### src/hdl/hsvs_pkg.sv
`default_nettype none
package hsvs_pkg;

    localparam int HUE_W   = 9;
    localparam int PCT_W   = 7;
    localparam int CH_W    = 8;
    localparam int SHADE_W = 2;
    localparam int SECT_W  = 3;

    localparam logic [SHADE_W-1:0] SHADE_DARK = 2'd0;
    localparam logic [SHADE_W-1:0] SHADE_BASE = 2'd1;
    localparam logic [SHADE_W-1:0] SHADE_HIGH = 2'd2;

    localparam logic [PCT_W-1:0] PCT_MAX  = 7'd100;
    localparam logic [HUE_W-1:0] HUE_WRAP = 9'd360;
    localparam logic [CH_W-1:0]  CH_MAX   = 8'd255;

    typedef struct packed {
        logic               valid;
        logic [SHADE_W-1:0] shade;
        logic [HUE_W-1:0]   hue;
        logic [PCT_W-1:0]   sat;
        logic [PCT_W-1:0]   val;
    } t_conv_req;

    typedef struct packed {
        logic               valid;
        logic [SHADE_W-1:0] shade;
        logic [CH_W-1:0]    red;
        logic [CH_W-1:0]    green;
        logic [CH_W-1:0]    blue;
    } t_conv_res;

    // floor(n / 255), exact for n <= 65279 (covers all 8x8-bit products)
    function automatic logic [CH_W-1:0] div255(input logic [2*CH_W-1:0] n);
        logic [2*CH_W:0] acc;
        acc = {1'b0, n} + 17'd1 + {9'd0, n[2*CH_W-1:CH_W]};
        return acc[2*CH_W-1:CH_W];
    endfunction

endpackage
`default_nettype wire

### src/hdl/hsvs_core.sv
`default_nettype none
module hsvs_core import hsvs_pkg::*; (
    input  wire logic      i_clk,
    input  wire logic      i_rst_n,
    input  wire logic      i_en,
    input  wire t_conv_req i_req,
    output t_conv_res      o_res
);

    typedef struct packed {
        logic               valid;
        logic [SHADE_W-1:0] shade;
        logic [CH_W-1:0]    s;
        logic [CH_W-1:0]    v;
        logic [SECT_W-1:0]  sector;
        logic [CH_W-1:0]    frac;
    } t_stage_b;

    typedef struct packed {
        logic               valid;
        logic [SHADE_W-1:0] shade;
        logic [CH_W-1:0]    v;
        logic [CH_W-1:0]    p;
        logic [CH_W-1:0]    sf;
        logic [CH_W-1:0]    sfn;
        logic [SECT_W-1:0]  sector;
    } t_stage_c;

    t_conv_req r_a;
    t_stage_b  r_b, n_b;
    t_stage_c  r_c, n_c;

    logic [PCT_W-1:0]  sc, vc;
    logic [19:0]       s_prod, v_prod;
    logic [HUE_W-1:0]  h;
    logic [5:0]        rem;
    logic [SECT_W-1:0] sector;
    logic [9:0]        rem17;
    logic [CH_W-1:0]   q, t;

    // scale percent to 0..255: x*255/100 == (x*10445) >> 12 for x <= 100
    always_comb begin
        sc     = (r_a.sat > PCT_MAX) ? PCT_MAX : r_a.sat;
        vc     = (r_a.val > PCT_MAX) ? PCT_MAX : r_a.val;
        s_prod = {13'd0, sc} * 20'd10445;
        v_prod = {13'd0, vc} * 20'd10445;
        h      = (r_a.hue >= HUE_WRAP) ? r_a.hue - HUE_WRAP : r_a.hue;
        priority if (h >= 9'd300) begin
            sector = 3'd5; rem = 6'(h - 9'd300);
        end else if (h >= 9'd240) begin
            sector = 3'd4; rem = 6'(h - 9'd240);
        end else if (h >= 9'd180) begin
            sector = 3'd3; rem = 6'(h - 9'd180);
        end else if (h >= 9'd120) begin
            sector = 3'd2; rem = 6'(h - 9'd120);
        end else if (h >= 9'd60) begin
            sector = 3'd1; rem = 6'(h - 9'd60);
        end else begin
            sector = 3'd0; rem = 6'(h);
        end
        rem17       = {rem, 4'd0} + {4'd0, rem};
        n_b.valid   = r_a.valid;
        n_b.shade   = r_a.shade;
        n_b.s       = s_prod[19:12];
        n_b.v       = v_prod[19:12];
        n_b.sector  = sector;
        n_b.frac    = rem17[9:2];
    end

    always_comb begin
        n_c.valid  = r_b.valid;
        n_c.shade  = r_b.shade;
        n_c.v      = r_b.v;
        n_c.sector = r_b.sector;
        n_c.p      = div255({8'd0, r_b.v} * {8'd0, CH_MAX - r_b.s});
        n_c.sf     = div255({8'd0, r_b.s} * {8'd0, r_b.frac});
        n_c.sfn    = div255({8'd0, r_b.s} * {8'd0, CH_MAX - r_b.frac});
    end

    always_comb begin
        q           = div255({8'd0, r_c.v} * {8'd0, CH_MAX - r_c.sf});
        t           = div255({8'd0, r_c.v} * {8'd0, CH_MAX - r_c.sfn});
        o_res.valid = r_c.valid;
        o_res.shade = r_c.shade;
        unique case (r_c.sector)
            3'd0:    begin o_res.red = r_c.v; o_res.green = t;     o_res.blue = r_c.p; end
            3'd1:    begin o_res.red = q;     o_res.green = r_c.v; o_res.blue = r_c.p; end
            3'd2:    begin o_res.red = r_c.p; o_res.green = r_c.v; o_res.blue = t;     end
            3'd3:    begin o_res.red = r_c.p; o_res.green = q;     o_res.blue = r_c.v; end
            3'd4:    begin o_res.red = t;     o_res.green = r_c.p; o_res.blue = r_c.v; end
            default: begin o_res.red = r_c.v; o_res.green = r_c.p; o_res.blue = q;     end
        endcase
    end

    always_ff @(posedge i_clk) begin
        if (!i_rst_n) begin
            r_a.valid <= 1'b0;
            r_b.valid <= 1'b0;
            r_c.valid <= 1'b0;
        end else if (i_en) begin
            r_a <= i_req;
            r_b <= n_b;
            r_c <= n_c;
        end
    end

endmodule
`default_nettype wire
### config.mk
export PLATFORM = sky130hd
export DESIGN_NAME = hsvs_core
export DESIGN_NICKNAME = d
export VERILOG_FILES = /design/src/hdl/hsvs_pkg.sv /design/src/hdl/hsvs_core.sv
export SDC_FILE = /design/constraint.sdc
export NUM_CORES = 1
export LEC_CHECK = 0
export ABC_AREA = 1
export BUFFER_PORTS_ARGS = -buffer_cell sky130_fd_sc_hd__buf_4
export CORE_MARGIN = 2
export CORE_UTILIZATION = 40
export CTS_CLUSTER_DIAMETER = 30
export DETAILED_ROUTE_END_ITERATION = 8
export REMOVE_ABC_BUFFERS = 1
export SYNTH_ARGS = -nofsm -noshare
export SYNTH_HDL_FRONTEND = slang
export SYNTH_SLANG_ARGS = --single-unit
### constraint.sdc
create_clock -name i_clk -period 6.2 [get_ports i_clk]
set_input_delay 0.62 -clock i_clk [delete_from_list [all_inputs] [get_ports i_clk]]
set_output_delay 0.62 -clock i_clk [all_outputs]
set_load 0.01 [all_outputs]
==> flow_summary.yaml <==
grt:
  grt_pass1_wl_um: 87600
  overflow: 0
  grt_pass1_vias: 18400
  grt_antenna_before_repair: 0
  grt_usage_pct: 20.1
  grt_max_degree: 75
clock_tree:
  clock-root-buffer: "clkbuf_16"
  insertion_delay_ns: 0.36
  clockBufferDepth: 2
  cts_hold_buf: 0
  cts_tree: "built"
  clkSinkCount: 94
  cts_buffers: 9
  htree_levels: 3
  clkTransAtPathRegs_ns: 0.08
worst_setup_path:
  slowest_delay_ns: 0.54
  critPathArrivalTime_ns: 5.64
  rr_worst_depth: 31
  critPathLaunchType: "register"
  slowest_stage: "fa_1"
  crit_type: "register to output pin"
  rrSetupSlack_ns: 0.20
  cp_max_fo: 6
  cp-end-kind: "output pin"
  crit_required_ns: 5.58
  regToRegStartpoint: "r_b[21]"
  worst_path_most_repeated_cell: "nand2_1"
  rr_endpoint: "r_c[15]"
logic_synthesis:
  synthArstFlopShare_pct: 0
  syn-instance-count: 2747
  synthDominantCellAreaShare_pct: 20.1
  ys_dominant_reg_cell: "edfxtp_1"
  synth_seq_area_share_pct: 13.7
  netlist_area_um2: 20300
  syn_area_per_cell_um2: 7.40
  ys_warn_count: 0
  synth_edf_count: 91
  netlist-cell-type-count: 54
  synth.area.top_cells: "ha_1 20%, fa_1 20%, edfxtp_1 13%"
  synth_seq_cells: 94
  post-synth-top-area-cell: "ha_1"
detailed_routing:
  ant_nets: 0
  initialDrtViolationCount: 961
  wl_um: 52900
  viasPerCell: 4.97
  drt_pass1_iterations: 6
  drc: 0
  routedWlPerCell_um: 14.6
  vias: 18000
status:
  outcome: "complete, but fails checks"
  violations: "negative setup slack"
hold_path:
  holdPathEnd: "r_a[18]"
  whs_path_depth: 1
  min_from: "i_req[18]"
  hp-class: "input port to register"
place:
  place_congestion: 0.959
  place_hpwl_um: 44100
  io_buffers: 55
run:
  drv_cap: 0
floorplanning:
  start_util_pct: 40.5
  die_area_um2: 52700
  die_h_um: 229
  rows: 82
  die_w_um: 229
  core_um2: 50200
  pin_count: 56
sta:
  fin_ws_ns: -0.0590
  maxSlewHeadroom_pct: 26.3
  slew_viol_final: 0
  rsz0062_at_grt: "true"
  finalSetupViolCount: 8
  tightest_slew_ns: 1.10
  fin_hold_ws_ns: 0.423
  hold_viol: 0
  timing.final.crit_share_pct: 101
  finClkSkew_ns: 0.0106
  max_freq_ghz: 0.160
  period_needed_ns: 6.26
final_layout:
  final_common_cell: "inv_1"
  fin_nets: 3492
  final_layout_size_suffix_gt1_share_pct: 18.4
  antenna_cells: 0
  synthToLayoutAreaGrowth_pct: 19.4
  mostFrequentLayoutCells: "553 x inv_1, 539 x nand2_1, 296 x ha_1"
==> per-stage QoR <==
stage / cell area (um^2) / setup TNS, ns / utilization (%) / worst slack [ns] / std cells
floorplan: 20100 / 0 / - / 0.305 / 2694
global placement: 22200 / -0.0771 / 44.3 / -0.0268 / 3530
detailed placement: 22200 / -0.675 / 44.3 / -0.134 / 3530
CTS: 23300 / -0.0814 / 46.4 / -0.0345 / 3578
global route: 24300 / -6.46 / 48.4 / -0.331 / 3613
finish: 24300 / -0.271 / 48.4 / -0.0590 / 3613
==> cell usage after synthesis, types with 4 or more instances <==
cell type  count
a211oi_1       6
a21o_1         7
a21oi_1       92
a22oi_1       13
a31oi_1        6
clkbuf_1      49
clkinv_1       4
edfxtp_1      91
fa_1         201
ha_1         326
inv_1        585
inv_2          9
nand2_1      595
nand2_2       10
nand2_4       10
nand3_1      171
nand3b_1       6
nand4_1       53
nor2_1       311
nor3_1        12
o21a_1         4
o21ai_0       35
o21ai_1        5
o21bai_1       8
or2_2         21
xnor2_1       16
xor2_1        62
==> kinds of logic (layout without fill, tap and decap cells) <==
| logic type | Yosys count | count (layout) | synth area share, % |
|---|---|---|---|
| flops | 94 | 94 | 13.7 |
| fa+ha+maj | 527 | 527 | 39.8 |
| xor+xnor | 79 | 79 | 3.44 |
| buf+inv | 651 | 845 | 12.1 |
| simple gates | 1203 | 1203 | 25.3 |
| compound gates | 193 | 193 | 5.64 |
==> how the worst max path moves through the flow <==
stage	start	end	slack, ns	cells past startpoint
after floorplan	r_b[26]	r_c[25]	0.30	29
after global placement	r_c[30]	o_res[16]	-0.03	30
after detailed placement	r_c[30]	o_res[16]	-0.13	25
after CTS	r_c[30]	o_res[9]	-0.03	31
after global routing	r_c[30]	o_res[8]	-0.33	31
final	r_c[30]	o_res[10]	-0.06	30
==> critical path: cells and delay by family (launching register included) <==
kind                     cells  cell delay [ns]
adder cells (fa/ha/maj)      6             2.36
buffers and inverters        8             0.71
flip-flops                   1             0.43
AND/OR/NAND/NOR             16             1.78
==> sequential cells by signal, indices dropped and copies added, names as in the netlist <==
signal,cells
r_c,35
r_a,23
r_b,16
n_c,14
n_b,3
o_res,3
==> per-layer routing <==
metal	global-route usage [%]	vias up	part of all wire (%)
met5	0	-	0
met4	5.11	0	2.5
met3	1.21	97	3.2
met2	38.3	386	51
met1	24.5	8516	43
li1	-	8969	-
==> cell type report <==
type	count	area (um^2)
clock inverters	7	86.3
repair buffers	231	1810
inverters	598	2270
multi-input cells	2002	16200
fillers	4833	25900
flip-flops and latches	94	2790
clock buffers	9	225
well taps	672	841
==> timing repair <==
action / 4_1_cts / 5_1_grt
gates cloned: 0 / 0
setup endpoints to repair: 30 / 46
pin swaps: 32 / 111
resized for setup: 105 / 175
buffers inserted: 32 / 35
Power is left out: the tool's default activity adds up to more than one toggle a clock period on the data nets, which glitch-free logic cannot reach.
